File: config.mk
export PLATFORM = sky130hd
export DESIGN_NAME = motion_event_detector_unit_flat
export DESIGN_NICKNAME = d
export VERILOG_FILES = /design/src/rtl/mev_pkg.sv /design/src/rtl/mev_intf.sv /design/src/rtl/mev_lane.sv /design/src/rtl/mev_out_queue.sv /design/src/rtl/motion_event_detector_unit.sv /design/src/flat_wrapper.sv
export SDC_FILE = /design/constraint.sdc
export NUM_CORES = 2
export LEC_CHECK = 0
export BUFFER_PORTS_ARGS = -buffer_cell sky130_fd_sc_hd__buf_4
export CAP_MARGIN = 20
export CORE_ASPECT_RATIO = 1.2
export CORE_MARGIN = 3
export CORE_UTILIZATION = 67
export CTS_CLUSTER_DIAMETER = 30
export DETAILED_ROUTE_END_ITERATION = 16
export HOLD_SLACK_MARGIN = 0.08
export PLACE_DENSITY = 0.9
export SYNTH_ARGS = -nofsm -noshare
export SYNTH_HDL_FRONTEND = slang
export SYNTH_SLANG_ARGS = --single-unit
File: constraint.sdc
create_clock -name i_clk -period 36.8 [get_ports i_clk]
set_clock_uncertainty 0.05 [all_clocks]
set_input_delay 7.36 -clock i_clk [delete_from_list [all_inputs] [get_ports i_clk]]
set_output_delay 7.36 -clock i_clk [all_outputs]
set_load 0.01 [all_outputs]
File: src/rtl/mev_pkg.sv
// mev_pkg: shared widths, codes and record types of the motion event detector.
// No dependencies; every other file uses this package.
package mev_pkg;

    // Core sizing
    localparam int COMPONENTS  = 4;
    localparam int VALUE_BITS  = 32;
    localparam int NUM_FIELDS  = 4;
    localparam int DT_BITS     = 20;
    localparam int PERIOD_BITS = 20;
    localparam int THR_BITS    = 31;
    localparam int ACCUM_BITS  = 22;
    localparam int CFG_IDX_BITS  = 2;
    localparam int CFG_DATA_BITS = 31;
    localparam int CMP_BITS = (VALUE_BITS + 1 > THR_BITS) ? VALUE_BITS + 1 : THR_BITS;

    typedef logic signed [VALUE_BITS-1:0] t_value;

    localparam t_value VAL_MAX = {1'b0, {(VALUE_BITS-1){1'b1}}};
    localparam t_value VAL_MIN = {1'b1, {(VALUE_BITS-1){1'b0}}};

    // Register map
    localparam logic [CFG_IDX_BITS-1:0] CFG_ENABLE    = 2'd0;
    localparam logic [CFG_IDX_BITS-1:0] CFG_PERIOD    = 2'd1;
    localparam logic [CFG_IDX_BITS-1:0] CFG_THRESHOLD = 2'd2;

    localparam logic                   RST_ENABLE    = 1'b0;
    localparam logic [PERIOD_BITS-1:0] RST_PERIOD    = 20'd16667;
    localparam logic [THR_BITS-1:0]    RST_THRESHOLD = 31'd7;

    typedef enum logic [1:0] {
        KIND_BASELINE = 2'd0,
        KIND_START    = 2'd1,
        KIND_SAMPLE   = 2'd2,
        KIND_END      = 2'd3
    } t_kind;

    // Per-lane state update strobes
    typedef struct packed {
        logic load_last;
        logic load_start;
    } t_lane_ctl;

    // One tick's results: optional Start followed by one valued event
    typedef struct packed {
        logic                    has_start;
        t_kind                   kind;
        t_value [NUM_FIELDS-1:0] vals;
    } t_rec;

endpackage

File: src/rtl/mev_intf.sv
// mev_intf: valid/ready channel interfaces of the motion event detector.
// Depends on mev_pkg for widths and types.
interface mev_item_if;
    logic                          valid;
    logic                          ready;
    logic [mev_pkg::DT_BITS-1:0]   dt_us;
    logic                          sample_valid;
    mev_pkg::t_value               value_0;
    mev_pkg::t_value               value_1;
    mev_pkg::t_value               value_2;
    mev_pkg::t_value               value_3;

    modport source (output valid, dt_us, sample_valid, value_0, value_1, value_2, value_3,
                    input ready);
    modport sink   (input valid, dt_us, sample_valid, value_0, value_1, value_2, value_3,
                    output ready);
endinterface

interface mev_event_if;
    logic            valid;
    logic            ready;
    mev_pkg::t_kind  event_kind;
    mev_pkg::t_value out_0;
    mev_pkg::t_value out_1;
    mev_pkg::t_value out_2;
    mev_pkg::t_value out_3;
    logic            last;

    modport source (output valid, event_kind, out_0, out_1, out_2, out_3, last,
                    input ready);
    modport sink   (input valid, event_kind, out_0, out_1, out_2, out_3, last,
                    output ready);
endinterface

interface mev_cfg_if;
    logic                              valid;
    logic                              ready;
    logic [mev_pkg::CFG_IDX_BITS-1:0]  index;
    logic [mev_pkg::CFG_DATA_BITS-1:0] data;

    modport source (output valid, index, data, input ready);
    modport sink   (input valid, index, data, output ready);
endinterface

File: src/rtl/mev_lane.sv
// mev_lane: one component lane; holds last sent and motion start values,
// flags change against the threshold and forms the saturated End delta. Uses mev_pkg.
module mev_lane (
    input  logic                       i_clk,
    input  mev_pkg::t_value            i_cur,
    input  logic [mev_pkg::THR_BITS-1:0] i_threshold,
    input  mev_pkg::t_lane_ctl         i_ctl,
    output logic                       o_changed,
    output mev_pkg::t_value            o_delta
);
    import mev_pkg::*;

    t_value                   r_last_sent;
    t_value                   r_start;
    logic [VALUE_BITS:0]      diff;
    logic [VALUE_BITS:0]      mag;
    logic [VALUE_BITS:0]      delta_wide;

    always_ff @(posedge i_clk) begin
        if (i_ctl.load_start) begin
            r_start <= r_last_sent;
        end
        if (i_ctl.load_last) begin
            r_last_sent <= i_cur;
        end
    end

    // sign-extended difference, magnitude fits VALUE_BITS+1 unsigned
    always_comb begin
        diff = {i_cur[VALUE_BITS-1], i_cur} - {r_last_sent[VALUE_BITS-1], r_last_sent};
        mag  = diff[VALUE_BITS] ? (~diff + 1'b1) : diff;
        o_changed = CMP_BITS'(mag) > CMP_BITS'(i_threshold);
    end

    always_comb begin
        delta_wide = {i_cur[VALUE_BITS-1], i_cur} - {r_start[VALUE_BITS-1], r_start};
        if (delta_wide[VALUE_BITS] != delta_wide[VALUE_BITS-1]) begin
            o_delta = delta_wide[VALUE_BITS] ? VAL_MIN : VAL_MAX;
        end else begin
            o_delta = delta_wide[VALUE_BITS-1:0];
        end
    end

endmodule

File: src/rtl/mev_out_queue.sv
// mev_out_queue: two-deep queue of per-tick result records, expanded into
// one or two output transactions (Start, then the valued event). Uses mev_pkg, mev_intf.
module mev_out_queue (
    input  logic             i_clk,
    input  logic             i_rst_n,
    input  logic             i_wr,
    input  mev_pkg::t_rec    i_rec,
    output logic             o_ready,
    mev_event_if.source      o_event
);
    import mev_pkg::*;

    t_rec       r_mem [2];
    logic       r_wr_ptr;
    logic       r_rd_ptr;
    logic [1:0] r_count;
    logic       r_sub;
    logic [1:0] n_count;

    t_rec head;
    logic show_start;
    logic pop;
    logic done;

    always_comb begin
        head       = r_mem[r_rd_ptr];
        show_start = head.has_start && !r_sub;
        o_event.valid      = (r_count != 2'd0);
        o_event.event_kind = show_start ? KIND_START : head.kind;
        o_event.out_0      = show_start ? '0 : head.vals[0];
        o_event.out_1      = show_start ? '0 : head.vals[1];
        o_event.out_2      = show_start ? '0 : head.vals[2];
        o_event.out_3      = show_start ? '0 : head.vals[3];
        o_event.last       = !show_start;
        pop  = o_event.valid && o_event.ready;
        done = pop && !show_start;
        o_ready = (r_count != 2'd2) || done;
        n_count = r_count + {1'b0, i_wr} - {1'b0, done};
    end

    always_ff @(posedge i_clk) begin
        if (i_wr) begin
            r_mem[r_wr_ptr] <= i_rec;
        end
    end

    always_ff @(posedge i_clk) begin
        if (!i_rst_n) begin
            r_wr_ptr <= 1'b0;
            r_rd_ptr <= 1'b0;
            r_count  <= 2'd0;
            r_sub    <= 1'b0;
        end else begin
            r_count <= n_count;
            if (i_wr) begin
                r_wr_ptr <= !r_wr_ptr;
            end
            if (done) begin
                r_rd_ptr <= !r_rd_ptr;
                r_sub    <= 1'b0;
            end else if (pop) begin
                r_sub <= 1'b1;
            end
        end
    end

    a_count_bound: assert property (@(posedge i_clk) disable iff (!i_rst_n)
        r_count <= 2'd2)
        else $error("queue count above depth");

    a_sub_needs_entry: assert property (@(posedge i_clk) disable iff (!i_rst_n)
        r_sub |-> r_count != 2'd0)
        else $error("second half pending on empty queue");

    a_start_then_sample: assert property (@(posedge i_clk) disable iff (!i_rst_n)
        (o_event.valid && o_event.ready && !o_event.last) |=>
        (o_event.valid && o_event.event_kind == KIND_SAMPLE))
        else $error("Start not followed by Sample");

endmodule

File: src/rtl/motion_event_detector_unit.sv
// motion_event_detector_unit: top level; register file, time decimation,
// per-component lanes with merge, and the result queue. Uses mev_pkg, mev_intf, mev_lane, mev_out_queue.
//
// A tick transaction can be accepted every clock cycle unless a full result
// queue holds the lane stage. At acceptance, while tracing is enabled, the time
// accumulator is advanced by dt_us and decides whether the tick is a sample; a
// sampled tick with valid values moves into one register stage where four
// component lanes compare it against the last sent values in parallel and a
// merge step picks Baseline, Start+Sample, Sample, End or no result. The block
// sustains one tick per cycle while each tick gives at most one result and the
// event channel is ready; a tick that gives Start and Sample occupies the event
// channel for two transactions, and the two-record result queue then holds the
// input back. Unsampled ticks and ticks while tracing is off give no transaction.
// Configuration writes are always accepted (ready tied high); writes to an
// unknown index are dropped. The last-sent and motion-start values have no
// reset; they are loaded before any path reads them.
module motion_event_detector_unit (
    input  logic        i_clk,
    input  logic        i_rst_n,
    mev_cfg_if.sink     i_cfg,
    mev_item_if.sink    i_item,
    mev_event_if.source o_event
);
    import mev_pkg::*;

    // configuration registers
    logic                   r_enable;
    logic [PERIOD_BITS-1:0] r_period;
    logic [THR_BITS-1:0]    r_threshold;

    // tracer state
    logic [ACCUM_BITS-1:0]  r_accum;
    logic                   r_have_baseline;
    logic                   r_moving;

    // lane stage
    logic                    r_b_valid;
    t_value [NUM_FIELDS-1:0] r_b_vals;

    logic                   in_fire;
    logic                   b_fire;
    logic                   q_ready;
    logic                   q_wr;
    t_rec                   q_rec;

    logic [PERIOD_BITS-1:0] period_eff;
    logic [ACCUM_BITS-1:0]  sum;
    logic [ACCUM_BITS-1:0]  rem;
    logic                   hit;
    logic                   too_far;

    t_value [NUM_FIELDS-1:0] in_vals;
    t_value [NUM_FIELDS-1:0] lane_delta;
    logic   [NUM_FIELDS-1:0] lane_changed;
    logic                    any_changed;
    t_lane_ctl               lane_ctl;

    // Configuration port
    assign i_cfg.ready = 1'b1;

    always_ff @(posedge i_clk) begin
        if (!i_rst_n) begin
            r_enable    <= RST_ENABLE;
            r_period    <= RST_PERIOD;
            r_threshold <= RST_THRESHOLD;
        end else if (i_cfg.valid) begin
            case (i_cfg.index)
                CFG_ENABLE:    r_enable    <= i_cfg.data[0];
                CFG_PERIOD:    r_period    <= i_cfg.data[PERIOD_BITS-1:0];
                CFG_THRESHOLD: r_threshold <= i_cfg.data[THR_BITS-1:0];
                default:       ;
            endcase
        end
    end

    // Decimation: a zero period behaves as one microsecond; after a sample
    // the remainder is dropped if it exceeds two periods (no catch-up).
    always_comb begin
        period_eff = (r_period == '0) ? PERIOD_BITS'(1) : r_period;
        sum        = r_accum + ACCUM_BITS'(i_item.dt_us);
        hit        = sum >= ACCUM_BITS'(period_eff);
        rem        = sum - ACCUM_BITS'(period_eff);
        too_far    = rem > ACCUM_BITS'({period_eff, 1'b0});
    end

    assign in_vals[0] = i_item.value_0;
    assign in_vals[1] = i_item.value_1;
    assign in_vals[2] = i_item.value_2;
    assign in_vals[3] = i_item.value_3;

    assign i_item.ready = !r_b_valid || q_ready;
    assign in_fire      = i_item.valid && i_item.ready;
    assign b_fire       = r_b_valid && q_ready;

    always_ff @(posedge i_clk) begin
        if (!i_rst_n) begin
            r_accum   <= '0;
            r_b_valid <= 1'b0;
        end else if (in_fire) begin
            r_b_valid <= r_enable && hit && i_item.sample_valid;
            if (r_enable) begin
                r_accum <= hit ? (too_far ? '0 : rem) : sum;
            end
        end else if (b_fire) begin
            r_b_valid <= 1'b0;
        end
    end

    // unused components carry zero so they drop out of every result
    always_ff @(posedge i_clk) begin
        if (in_fire) begin
            for (int k = 0; k < NUM_FIELDS; k++) begin
                r_b_vals[k] <= (k < COMPONENTS) ? in_vals[k] : '0;
            end
        end
    end

    // Component lanes
    for (genvar g = 0; g < NUM_FIELDS; g++) begin : g_lane
        if (g < COMPONENTS) begin : g_used
            mev_lane u_lane (
                .i_clk       (i_clk),
                .i_cur       (r_b_vals[g]),
                .i_threshold (r_threshold),
                .i_ctl       (lane_ctl),
                .o_changed   (lane_changed[g]),
                .o_delta     (lane_delta[g])
            );
        end else begin : g_unused
            assign lane_changed[g] = 1'b0;
            assign lane_delta[g]   = '0;
        end
    end

    // Merge: one decision per sampled tick from the lanes' change flags
    always_comb begin
        any_changed         = |lane_changed;
        lane_ctl.load_last  = b_fire && (!r_have_baseline || any_changed);
        lane_ctl.load_start = b_fire && r_have_baseline && any_changed && !r_moving;

        q_wr          = b_fire && (!r_have_baseline || any_changed || r_moving);
        q_rec.has_start = r_have_baseline && any_changed && !r_moving;
        if (!r_have_baseline) begin
            q_rec.kind = KIND_BASELINE;
            q_rec.vals = r_b_vals;
        end else if (any_changed) begin
            q_rec.kind = KIND_SAMPLE;
            q_rec.vals = r_b_vals;
        end else begin
            q_rec.kind = KIND_END;
            q_rec.vals = lane_delta;
        end
    end

    always_ff @(posedge i_clk) begin
        if (!i_rst_n) begin
            r_have_baseline <= 1'b0;
            r_moving        <= 1'b0;
        end else if (b_fire) begin
            if (!r_have_baseline) begin
                r_have_baseline <= 1'b1;
            end else if (any_changed) begin
                r_moving <= 1'b1;
            end else begin
                r_moving <= 1'b0;
            end
        end
    end

    mev_out_queue u_queue (
        .i_clk   (i_clk),
        .i_rst_n (i_rst_n),
        .i_wr    (q_wr),
        .i_rec   (q_rec),
        .o_ready (q_ready),
        .o_event (o_event)
    );

    a_moving_has_base: assert property (@(posedge i_clk) disable iff (!i_rst_n)
        r_moving |-> r_have_baseline)
        else $error("motion without baseline");

    a_wr_has_room: assert property (@(posedge i_clk) disable iff (!i_rst_n)
        q_wr |-> q_ready)
        else $error("result record written into full queue");

    a_disabled_holds: assert property (@(posedge i_clk) disable iff (!i_rst_n)
        (in_fire && !r_enable) |=> (r_accum == $past(r_accum) && !r_b_valid))
        else $error("disabled tick changed state");

endmodule

File: src/flat_wrapper.sv
// flat-port wrapper written by rule: the top's interface ports become plain ports
module motion_event_detector_unit_flat import mev_pkg::*;
  (i_clk, i_rst_n, i_cfg_valid, i_cfg_index, i_cfg_data, i_cfg_ready, i_item_valid, i_item_dt_us, i_item_sample_valid, i_item_value_0, i_item_value_1, i_item_value_2, i_item_value_3, i_item_ready, o_event_valid, o_event_event_kind, o_event_out_0, o_event_out_1, o_event_out_2, o_event_out_3, o_event_last, o_event_ready);
  mev_cfg_if i_cfg_i ();
  mev_item_if i_item_i ();
  mev_event_if o_event_i ();
  input  logic i_clk;
  input  logic i_rst_n;
  input wire logic [$bits(i_cfg_i.valid)-1:0] i_cfg_valid;
  input wire logic [$bits(i_cfg_i.index)-1:0] i_cfg_index;
  input wire logic [$bits(i_cfg_i.data)-1:0] i_cfg_data;
  output wire logic [$bits(i_cfg_i.ready)-1:0] i_cfg_ready;
  input wire logic [$bits(i_item_i.valid)-1:0] i_item_valid;
  input wire logic [$bits(i_item_i.dt_us)-1:0] i_item_dt_us;
  input wire logic [$bits(i_item_i.sample_valid)-1:0] i_item_sample_valid;
  input wire logic [$bits(i_item_i.value_0)-1:0] i_item_value_0;
  input wire logic [$bits(i_item_i.value_1)-1:0] i_item_value_1;
  input wire logic [$bits(i_item_i.value_2)-1:0] i_item_value_2;
  input wire logic [$bits(i_item_i.value_3)-1:0] i_item_value_3;
  output wire logic [$bits(i_item_i.ready)-1:0] i_item_ready;
  output wire logic [$bits(o_event_i.valid)-1:0] o_event_valid;
  output wire logic [$bits(o_event_i.event_kind)-1:0] o_event_event_kind;
  output wire logic [$bits(o_event_i.out_0)-1:0] o_event_out_0;
  output wire logic [$bits(o_event_i.out_1)-1:0] o_event_out_1;
  output wire logic [$bits(o_event_i.out_2)-1:0] o_event_out_2;
  output wire logic [$bits(o_event_i.out_3)-1:0] o_event_out_3;
  output wire logic [$bits(o_event_i.last)-1:0] o_event_last;
  input wire logic [$bits(o_event_i.ready)-1:0] o_event_ready;
  assign i_cfg_i.valid = i_cfg_valid;
  assign i_cfg_i.index = i_cfg_index;
  assign i_cfg_i.data = i_cfg_data;
  assign i_cfg_ready = i_cfg_i.ready;
  assign i_item_i.valid = i_item_valid;
  assign i_item_i.dt_us = i_item_dt_us;
  assign i_item_i.sample_valid = i_item_sample_valid;
  assign i_item_i.value_0 = i_item_value_0;
  assign i_item_i.value_1 = i_item_value_1;
  assign i_item_i.value_2 = i_item_value_2;
  assign i_item_i.value_3 = i_item_value_3;
  assign i_item_ready = i_item_i.ready;
  assign o_event_valid = o_event_i.valid;
  assign o_event_event_kind = o_event_i.event_kind;
  assign o_event_out_0 = o_event_i.out_0;
  assign o_event_out_1 = o_event_i.out_1;
  assign o_event_out_2 = o_event_i.out_2;
  assign o_event_out_3 = o_event_i.out_3;
  assign o_event_last = o_event_i.last;
  assign o_event_i.ready = o_event_ready;
  motion_event_detector_unit u_core (.i_clk(i_clk), .i_rst_n(i_rst_n), .i_cfg(i_cfg_i), .i_item(i_item_i), .o_event(o_event_i));
endmodule
Word-level counts from Yosys, hierarchy flattened. Memory sizes are Yosys's and may differ from the RTL's. A register that Yosys moved wholly into a read port is not among the register bits. Cells that the tools add are included.

Bits in registers: 466. Bits in writable memories: 262. Output and inout bits: 134. Word-level logic and storage cells: 123. Memories: 1.

Add/sub/neg operators: 16. Magnitude comparators: 6. Equal/unequal tests: 7. Mux-type cells: 29. Bitwise gates (word level): 5. Reduce and logical (&&, ||, !) cells: 36.

Memory list: u_core.u_queue.r_mem (depth 2, bits a word 131, rd ports 1, clocked after Yosys merged registers in 1, wr ports 1, line mev_out_queue.sv:13) `t_rec r_mem [2];`.

Operators with widths (number): $mux 32 (12); $sub 32x32->33 (8); $add 33x1->33 const B (4); $gt 33x31->1 (4); $mux 33 (4); $not 33->33 (4); $mux 130 (1); $mux 129 (1); $mux 22 (2); $add 22x20->22 (1); $ge 22x20->1 (1); $gt 22x21->1 (1); $sub 22x20->22 (1); $logic_not 20->1 (1); $mux 20 (1); $logic_and 1x1->1 (14); $reduce_and 2->1 (5); $logic_not 1->1 (7); $mux 1 (7); $logic_or 1x1->1 (4); $ne 1x1->1 (4); $reduce_bool 2->1 (2); $reduce_or 4->1 (1); $add 2x1->2 (1); 8 further kinds (8).

Logic depth before layout (Yosys ltp).
Word-level depth: 11. Depth in mapped cells: 34. Gate-level depth less buffers: 34.

Modules after synthesis. Synthesis repeated with hierarchy kept, for this count alone.

Cell total of the unflattened synthesis: 5262. Area total of the unflattened synthesis: 51843.5 um^2.

By module, submodules not included: mev_lane at u_core.g_lane[1].g_used.u_lane ... (instances 2, cells each 899, area each 7479.7 um^2, sequential area each 1921.8 um^2); motion_event_detector_unit (instances 1, cells each 1044, area each 11293.3 um^2, sequential area each 5385.2 um^2); mev_out_queue (instances 1, cells each 584, area each 10119.7 um^2, sequential area each 7987.7 um^2); mev_lane at u_core.g_lane[3].g_used.u_lane (instances 1, cells each 922, area each 7852.5 um^2, sequential area each 1921.8 um^2); mev_lane at u_core.g_lane[0].g_used.u_lane (instances 1, cells each 914, area each 7618.6 um^2, sequential area each 1921.8 um^2).

Least setup slack after synthesis. Ideal clock, no wire load.

Kind: input to register. Start point: input port o_event_ready. End point: register u_core.g_lane[0].g_used.u_lane.r_start[0], enable pin. Arrival: 16508 ps. Data required time: 35977 ps. Slack: 19470 ps. Stages: 5. Path buffers: 0. Path through: nand2_1 -> nor2_1 -> or3b_2 -> nand2_1 -> nor3_1.

RTL lines: start: declaration (line flat_wrapper.sv:28) `input wire logic [$bits(o_event_i.ready)-1:0] o_event_ready;`; end signal: assignment (line mev_lane.sv:21) `r_start <= r_last_sent;`; end: declaration (line mev_lane.sv:14) `t_value r_start;`.

Worst setup path after layout.
Start point: input port o_event_ready. End point: output port i_item_ready.

Word-level cells in the longest chain between the ends: 4.

Ends and longest elaborated chain: $logic_and 1x1->1 (line mev_out_queue.sv:35) `pop = o_event.valid && o_event.ready;`; $logic_and 1x1->1 (line mev_out_queue.sv:36) `done = pop && !show_start;`; named net u_core.u_queue.done (line mev_out_queue.sv:23) `logic done;`; $logic_or 1x1->1 (line mev_out_queue.sv:37) `o_ready = (r_count != 2'd2) || done;`; $logic_or 1x1->1 (line motion_event_detector_unit.sv:91) `assign i_item.ready = !r_b_valid || q_ready;`; end: declaration (line flat_wrapper.sv:20) `output wire logic [$bits(i_item_i.ready)-1:0] i_item_ready;`.

The timed path passes the listed nets, and every way through them passes these cells.

==> flow_summary.ini <==
[sta]
setup_viol = 0
fmax_ghz = 0.0629
fin_crit_sh_pct = 43.2
maxSlewHeadroom_pct = 25.7
maxSlewViolCount = 0
hold_viol = 0
rsz0062_at_grt = no
finalSetupTns_ns = 0
worst_slew_pin_slew_ns = 1.11
fin_crit_ns = 15.90

[setup_path]
worstPathRequired_ns = 29.39
reg2reg_depth = 26
regToRegStartpoint = u_core.r_b_vals[64]
crit_type = primary input to output port
r2r_end = u_core.u_queue.r_mem[0][62]
ff2ff_setup_slack_ns = 26.69
cp-end-kind = output port
startpoint_type = primary input
cp.arrival_ns = 8.49
cp_max_fo = 4

[yosys]
synth_ff_type = edfxtp_1
synth_edf_count = 646
synth_cell_types = 110
synth_area_leaders = edfxtp_1, ha_1, xnor2_1
yosysTopAreaCellShare_pct = 38.7
synth_area_um2 = 50100
synth-seq-cells = 729
syn_avg_cell_area_um2 = 10.2
syn_nets = 5569
yosysSeqAreaShare_pct = 42.1
synth_top_cell_by_area = edfxtp_1
synth_cells = 4918
ys_warn_count = 0
async_flop_share_pct = 0

[cts]
cts.clk_slew.worst_paths_ns = 0.05
tritoncts = done
htree_levels = 4
clock-sinks = 729
cts-hold-fix-buffers = 0
insertion_delay_ns = 0.74
root_buffer = clkbuf_16
clockBufferDepth = 3
post_cts_resized = 0
numCtsBuffers = 132
cts_setup_buffers = 0

[grt]
overflow = 0
grt_pass1_vias = 40500
grt_antenna_before_repair = 0
grtUsageTotal_pct = 33.8
grt_pass1_wl_um = 211000
grt_max_degree = 129

[cells_and_area]
drive_gt1_share_pct = 14.8
fillerInstances = 4583
nets = 5903
mostFrequentLayoutCell = edfxtp_1
fin_cells = 6358
layout_common_cells = edfxtp_1, ha_1, nor2_1
area_growth_pct = 15.4
insertedDiodeCount = 0

[floorplanning]
dieWidth_um = 256
rows = 109
die_area_um2 = 78100
ios = 321
die_height_um = 305
start_util_pct = 67.7
core_area_um2 = 73900

[place]
dp_hpwl_um = 94400
place_inst = 6113
gp_congestion = 0.928
port_buffers = 319

[detailed_routing]
met1_length_um = 51100
vias_per_cell = 6.36
via_count = 40400
ant_nets = 0
dr_wl_met3_um = 8710
met2_length_um = 68400
highest_layer = met4
drc = 0
drt-total-wl_um = 136000
first_pass_iters = 9
drt_iter0_drc = 3356
drt-wirelength-per-cell_um = 21.4

[hold_path]
holdPathEnd = u_core.g_lane[2].g_used.u_lane.r_start[30]
hp-start = u_core.g_lane[2].g_used.u_lane.r_last_sent[30]
hold_path.class = flip-flop to flip-flop
min_path_cells = 0

[power]
p_leak_nw = 23.5
ir_drop_v = 0.0000403
p_per_area_nw_per_um2 = 47.0

[run]
drv_cap = 0

[run_status]
status = finished clean
## sequential cells by signal, indices dropped and copies added, names as in the netlist, 2 cells and up, named ones only
name,cells
u_core.u_queue.r_mem,262
u_core.g_lane.g_used.u_lane.r_last_sent,128
u_core.g_lane.g_used.u_lane.r_start,128
u_core.r_b_vals,128
u_core.r_threshold,31
u_core.r_accum,22
u_core.r_period,20
u_core.u_queue.r_count,2
## critical path, cell delays in order
cell,delay (ns)
buf_4,0.11
nand2_1,0.10
nor2_1,0.09
or3b_2,0.49
inv_1,0.07
nand2_1,0.10
buf_4,0.16
## kinds of logic (layout without fill, tap and decap cells)
kind of cell	count (synthesis)	count (layout)	share of synthesized area (%)
flip-flops	729	729	42.1
other	1	1	0.00749
multiplexers	255	255	5.97
XOR/XNOR	344	344	6.02
adder cells (fa/ha/maj)	464	464	11.7
AND/OR/NAND/NOR	1308	1308	12.8
AO/OA/AOI/OAI	1278	1278	16.9
buffers and inverters	539	980	4.47
## layer usage
layer / global-route usage, % / vias up
met1: 38.7 / 19300
met4: 19.2 / 0
met3: 5.52 / 516
met2: 60.0 / 1883
met5: 0 / -
li1: - / 18700
## area by class of cell
cell class / count / area (um2) / share of cell area [%]
inverter: 394 / 1480 / 2.56
timing repair buffer: 345 / 2640 / 4.57
clock buffer: 146 / 3420 / 5.92
multi-input combinational: 3650 / 26800 / 46.4
tap: 999 / 1250 / 2.16
clock inverter: 95 / 1090 / 1.90
sequential: 729 / 21100 / 36.5
## power breakdown
part           internal [mW]  leakage (nW)  switching (mW)  total (mW)
Combinational          0.223          14.7           0.314       0.536
Sequential             0.919          6.59          0.0225       0.941
Clock                  0.792          2.19           0.445        1.24
## through the flow
stage	util (%)	power, mW	cell area [um2]	worst slack [ns]	hold WS (ns)
2_1_floorplan	-	1.34	50100	19.47	0.376
3_3_place_gp	71.9	1.45	53200	20.97	0.380
3_5_place_dp	71.9	1.47	53200	20.90	0.382
4_1_cts	78.0	2.71	57700	20.90	0.376
5_1_grt	78.1	2.82	57800	20.80	0.392
6_report	78.1	2.71	57800	20.90	0.379
## worst max path at each step
stage / startpoint / end / cells past startpoint
2_1_floorplan: o_event_ready / u_core.g_lane[0].g_used.u_lane.r_start[0] / 5
3_3_place_gp: o_event_ready / i_item_ready / 7
3_5_place_dp: o_event_ready / i_item_ready / 7
4_1_cts: o_event_ready / i_item_ready / 7
5_1_grt: o_event_ready / i_item_ready / 7
6_report: o_event_ready / i_item_ready / 7
## cell usage after synthesis, types with 35 or more instances
cell	n
dfxtp_1	83
xnor2_1	202
nor2_1	405
nand2b_1	80
xor2_1	142
ha_1	454
clkbuf_1	111
a21oi_1	316
a21o_1	144
and2_1	38
nor3_1	70
nor2b_1	64
a21boi_0	59
mux2_4	79
inv_1	394
o31ai_1	35
nand2_1	313
nand4_1	63
edfxtp_1	646
o21ai_0	298
mux2i_1	145
a31oi_1	41
o21a_1	61
nand3_1	78
and3_1	42
o211ai_1	49
No activity file was read; power rests on OpenSTA's default activity.
